**config.mk**
```make
export PLATFORM = sky130hd
export DESIGN_NAME = bts_axis
export DESIGN_NICKNAME = d
export VERILOG_FILES = /design/src/rtl/bts_pkg.sv /design/src/rtl/bts_axis.sv
export SDC_FILE = /design/constraint.sdc
export NUM_CORES = 1
export LEC_CHECK = 0
export ABC_AREA = 0
export ABC_CLOCK_PERIOD_IN_PS = 7500
export BUFFER_PORTS_ARGS = -buffer_cell sky130_fd_sc_hd__buf_2
export CORE_MARGIN = 2
export CORE_UTILIZATION = 37
export DETAILED_ROUTE_END_ITERATION = 10
export PLACE_DENSITY = 0.72
export SYNTH_ARGS = -nofsm -noshare
export SYNTH_HDL_FRONTEND = slang
export SYNTH_SLANG_ARGS = --single-unit
```
**constraint.sdc**
```tcl
create_clock -name vclk -period 7.5
set_input_delay 1.125 -clock vclk [all_inputs]
set_output_delay 1.125 -clock vclk [all_outputs]
set_load 0.01 [all_outputs]
```
**src/rtl/bts_pkg.sv**
```systemverilog
package bts_pkg;

   localparam int MAX_DIMENSION = 256;
   localparam int DIM_BITS      = $clog2(MAX_DIMENSION);
   localparam int DIMW          = DIM_BITS + 1;
   localparam int WEIGHT_BITS   = 8;
   localparam int FRAC_BITS     = 16;
   localparam int SCALE_BITS    = 16;
   localparam int PROD_BITS     = FRAC_BITS + SCALE_BITS;
   localparam int WT_BITS       = 2 * WEIGHT_BITS + 1;
   localparam int ADDR_BITS     = 2 * DIM_BITS;
   localparam int STORE_DEPTH   = MAX_DIMENSION * MAX_DIMENSION;
   localparam int TEXEL_BITS    = 24;
   localparam int CH_BITS       = 8;
   localparam int MUL_BITS      = WT_BITS + CH_BITS;
   localparam int ACC_BITS      = MUL_BITS + 2;

   typedef enum logic {
      OP_WRITE  = 1'b0,
      OP_SAMPLE = 1'b1
   } op_type;

   typedef enum logic [1:0] {
      REG_WIDTH  = 2'd0,
      REG_HEIGHT = 2'd1,
      REG_HSCALE = 2'd2,
      REG_VSCALE = 2'd3
   } reg_index_type;

   typedef struct packed {
      logic [DIM_BITS-1:0]    lo;
      logic [DIM_BITS-1:0]    hi;
      logic [WEIGHT_BITS-1:0] weight;
   } axis_type;

   function automatic logic [DIMW-1:0] eff_dim(input logic [DIMW-1:0] d);
      logic [DIMW-1:0] r;
      r = d;
      if (d == '0) r = DIMW'(1);
      else if (d > DIMW'(MAX_DIMENSION)) r = DIMW'(MAX_DIMENSION);
      return r;
   endfunction

endpackage

```
**src/rtl/bts_axis.sv**
```systemverilog
module bts_axis import bts_pkg::*; (
   input  logic [PROD_BITS-1:0] prod,
   input  logic [DIMW-1:0]      dim,
   output axis_type             axis
);

   logic [DIMW-1:0] idx0;
   logic [DIMW-1:0] idx1;
   logic [DIMW-1:0] idx2;
   logic [DIMW-1:0] up;

   always_comb begin
      idx0 = DIMW'(prod[PROD_BITS-1 -: DIM_BITS]);
      idx1 = (idx0 >= dim) ? idx0 - dim : idx0;
      // scale beyond twice the dimension: pin to the last texel
      idx2 = (idx1 >= dim) ? dim - DIMW'(1) : idx1;
      up   = idx2 + DIMW'(1);
      if (up >= dim) up = '0;
      axis.lo     = idx2[DIM_BITS-1:0];
      axis.hi     = up[DIM_BITS-1:0];
      axis.weight = prod[PROD_BITS-DIM_BITS-1 -: WEIGHT_BITS];
   end

endmodule

```
# After elaboration in Yosys (flattened, before gate mapping)
# Index checks and enable logic that the tools add are counted.
word_totals:
  regBits: 0
  latch_bits: 0
  mem_bits_rw: 0
  mem_bits_ro: 0
  out_inout_bits: 24
  word_cells: 9
  memories: 0
op_classes:
  add_sub_neg: 3
  n_mul: 0
  n_div: 0
  n_lt_le_gt_ge: 3
  n_eq_ne: 0
  shift: 0
  mux: 3
  n_bitwise: 0
  n_reduce_logical: 0
ops:
  columns: ["op", "n"]
  rows:
  - ["9-bit greater-or-equal comparator", 2]
  - ["9-bit 2-to-1 mux", 2]
  - ["9-bit by 1-bit adder with 9-bit output (second input constant)", 1]
  - ["8-bit by 9-bit greater-or-equal comparator with 1-bit output", 1]
  - ["8-bit by 9-bit subtractor with 9-bit output", 1]
  - ["9-bit by 1-bit subtractor with 9-bit output (second input constant)", 1]
  - ["8-bit 2-to-1 mux", 1]

# Longest topological paths before layout
logic_depth:
  word_depth: 7
  ltp_mapped: 26

# Least setup slack after synthesis
# OpenSTA, ideal clock, no wires.
synth_path:
  path_kind: "input to output"
  from: "in dim[3]"
  to: "out axis[10] (netlist name)"
  arrival_time_ps: 6665
  setup_slack_ps: -290
  cell_stages: 25
  path_buffers: 2
  path_cell_list: "clkinv_1 > ha_1 > a21o_1 > a21oi_4 > o211ai_4 > and2_4 > buf_6 > mux2_1 > ha_1 > a21oi_1 > o221ai_1 > o211ai_1 > and2_1 > clkbuf_1 > nor2_1 > a21oi_1 > ha_1 > ha_1 > a21o_1 > a21o_1 > a21o_1 > a21o_1 > a2111oi_0 > o21bai_1 > nor2b_1"
synth_lines:
  columns: ["element", "line_no", "text"]
  rows:
  - ["start, declared", "bts_axis.sv:3", "input logic [DIMW-1:0] dim,"]
  - ["end, declared", "bts_axis.sv:4", "output axis_type axis"]

==> metrics.txt <==
die area approximately 5000 µm²; WHS Path Cells 0; initial antenna violation count 0; WL final 4602 µm; Post-Syn Instances roughly 220; Iteration-0 DRC Markers between 70 and 80; grt ovf 0; all-layer global routing usage 0.1756; Slew HR 0.7559; Max Slew Vio Count 0; Clock power frac 0; post-synth cell types 53; hold path endpoint axis[1]; internal power 0.1373 mW; total power between 0.2 and 0.3 mW; gpl congestion 0.8411; filler instances 442; Port Buffers 33; area grow syn2layout 27.47%; clkbuf count 0; die height 70.38 µm; outcome complete, no violations; sequential cells 0; Final Non-Filler Cells approximately 310; Logic pwr share 1.000; drt wl/cell ~15 µm; CP Launch Type primary input; placed cells approximately 310; Req. time, crit path 6.38 ns; dpl hpwl 3738 µm; Final TNS setup 0 ns; DRC 0; Final Critical Period roughly 7.3 ns; row cnt 24; Seq pwr share 0; Crit Path Max Fanout 4; Synth area leader ha_1; share of layout cells above drive strength 1 0.3487; top cell type's share of synthesized area 0.2149; Ports 65; Max Clk Rate 136.6 MHz; pin slew with the least headroom to its limit 0.3644 ns; Top delay family on crit path compound AO/OA/AOI/OAI gates; Max-cap violations 0; type of the worst min-delay path primary input to primary output; hold_sp prod[17]; via count 1746; syn_area_per_cell between 7 and 8 µm²; Max IR drop VDD 0.05583 mV; CP peak stage delay 0.38 ns; sequential area share after synthesis 0; final hold vios 0; hold_ws roughly 2.3 ns; synth top area cells ha_1, xnor2_1, a21oi_1, a21o_1, inv_1; via/cell ratio roughly 5.6; Top cell by count, worst path a21o_1; # diodes 0; Detail Route Antenna Nets 0; register area 0 µm²; Syn Std Cell Area roughly 1600 µm²; Synth Warn # 0; Net Switching 0.1536 mW; Initial Utilization 0.3797; Finish-stage setup viols 0; Die Wd between 70 and 80 µm; fin nets 333; Synth Net Count 294; core footprint roughly 4300 µm²; WP data arrival ~6.2 ns; number of global-route vias before repair 1694; Buf/Inv on CP 4; Critical-path top delay cell a2111oi_4; Setup CP Type primary input to primary output; CP Capture Type primary output; Leak Pwr between 0.9 and 1 nW; PD cells 140.0 nW/µm²; first-pass GRT wire length between 7000 and 8000 µm; switching share of total power 0.5279; period utilisation layout 0.9760; detailed-router iteration count before antenna repair 4; largest net degree at the start of global routing 12
[cells in the final DEF, fill, tap and decap left out, types with 5 or more instances in the layout]
master,count
o21ai_0,6
a21oi_2,8
inv_1,16
nor3_1,5
ha_1,21
xnor2_1,12
a21oi_1,10
a21o_1,9
nand2_1,15
buf_4,14
nor2_1,13
nand3_1,10
buf_2,33
[metrics by stage]
stage                     utilization  cell area (µm²)  worst slack (ns)
after floorplan                     -             1647           0.05612
final                          0.4840             2078            0.1798
after global routing           0.4840             2078          -0.02317
after global placement         0.4426             1901          0.004217
after detailed placement       0.4426             1901          -0.04044
after CTS                      0.4464             1917           0.02515
[cell usage after synthesis, types with 3 or more instances]
| cell type | count |
|---|---|
| a21o_1 | 9 |
| a21oi_1 | 16 |
| a21oi_2 | 3 |
| and3_1 | 3 |
| buf_4 | 8 |
| ha_1 | 28 |
| inv_1 | 17 |
| mux2_2 | 3 |
| nand2_1 | 15 |
| nand2b_1 | 4 |
| nand3_1 | 10 |
| nand4_1 | 3 |
| nor2_1 | 14 |
| nor2b_1 | 5 |
| nor3_1 | 6 |
| o211ai_1 | 4 |
| o21a_1 | 3 |
| o21ai_0 | 7 |
| o21bai_1 | 4 |
| or3_1 | 4 |
| xnor2_1 | 15 |
[power by group through the flow]
stage | combinational [mW] | sequential [mW] | clock [mW]
floorplan | 0.181 | 0 | 0
global placement | 0.251 | 0 | 0
detailed placement | 0.257 | 0 | 0
CTS | 0.263 | 0 | 0
global route | 0.321 | 0 | 0
finish | 0.291 | 0 | 0
[worst max-delay path by stage]
stage / startpoint / endpoint / depth (start not counted)
3_3_place_gp: prod[24] / axis[11] / 26
2_1_floorplan: dim[3] / axis[13] / 25
6_report: prod[24] / axis[13] / 27
5_1_grt: dim[2] / axis[13] / 24
3_5_place_dp: prod[24] / axis[14] / 26
4_1_cts: prod[24] / axis[11] / 27
[cells by family after synthesis]
group                      count (synthesis)  synth area share
buffers and inverters                     29           0.08979
xor gates and xnor gates                  17           0.09133
muxes                                      7           0.05295
and+or+nand+nor                           76            0.2464
AOI/OAI and AO/OA                         66            0.2924
adders and majority gates                 29            0.2272
[layer usage]
layer | GRT usage | routed length [µm]
met1 | 0.2267 | 2037
met3 | 0.01299 | 183
met5 | 0 | 0
met2 | 0.3197 | 2302
met4 | 0.02991 | 78
[layout make-up]
cell class	instances	area, µm²	share of cell area
inverters	18	67.56	0.03251
multi-input cells	195	1664	0.8007
well taps	52	65.06	0.03131
repair buffers	48	281.5	0.1355
[repair_timing]
action                                  in CTS  in global routing
gates resized for setup                      2                 34
pin swaps                                    1                 13
hold buffers                                 0                  0
endpoints found under the setup margin       8                  8
buffers inserted                             0                  1
Power figures use the tool's default switching activity.
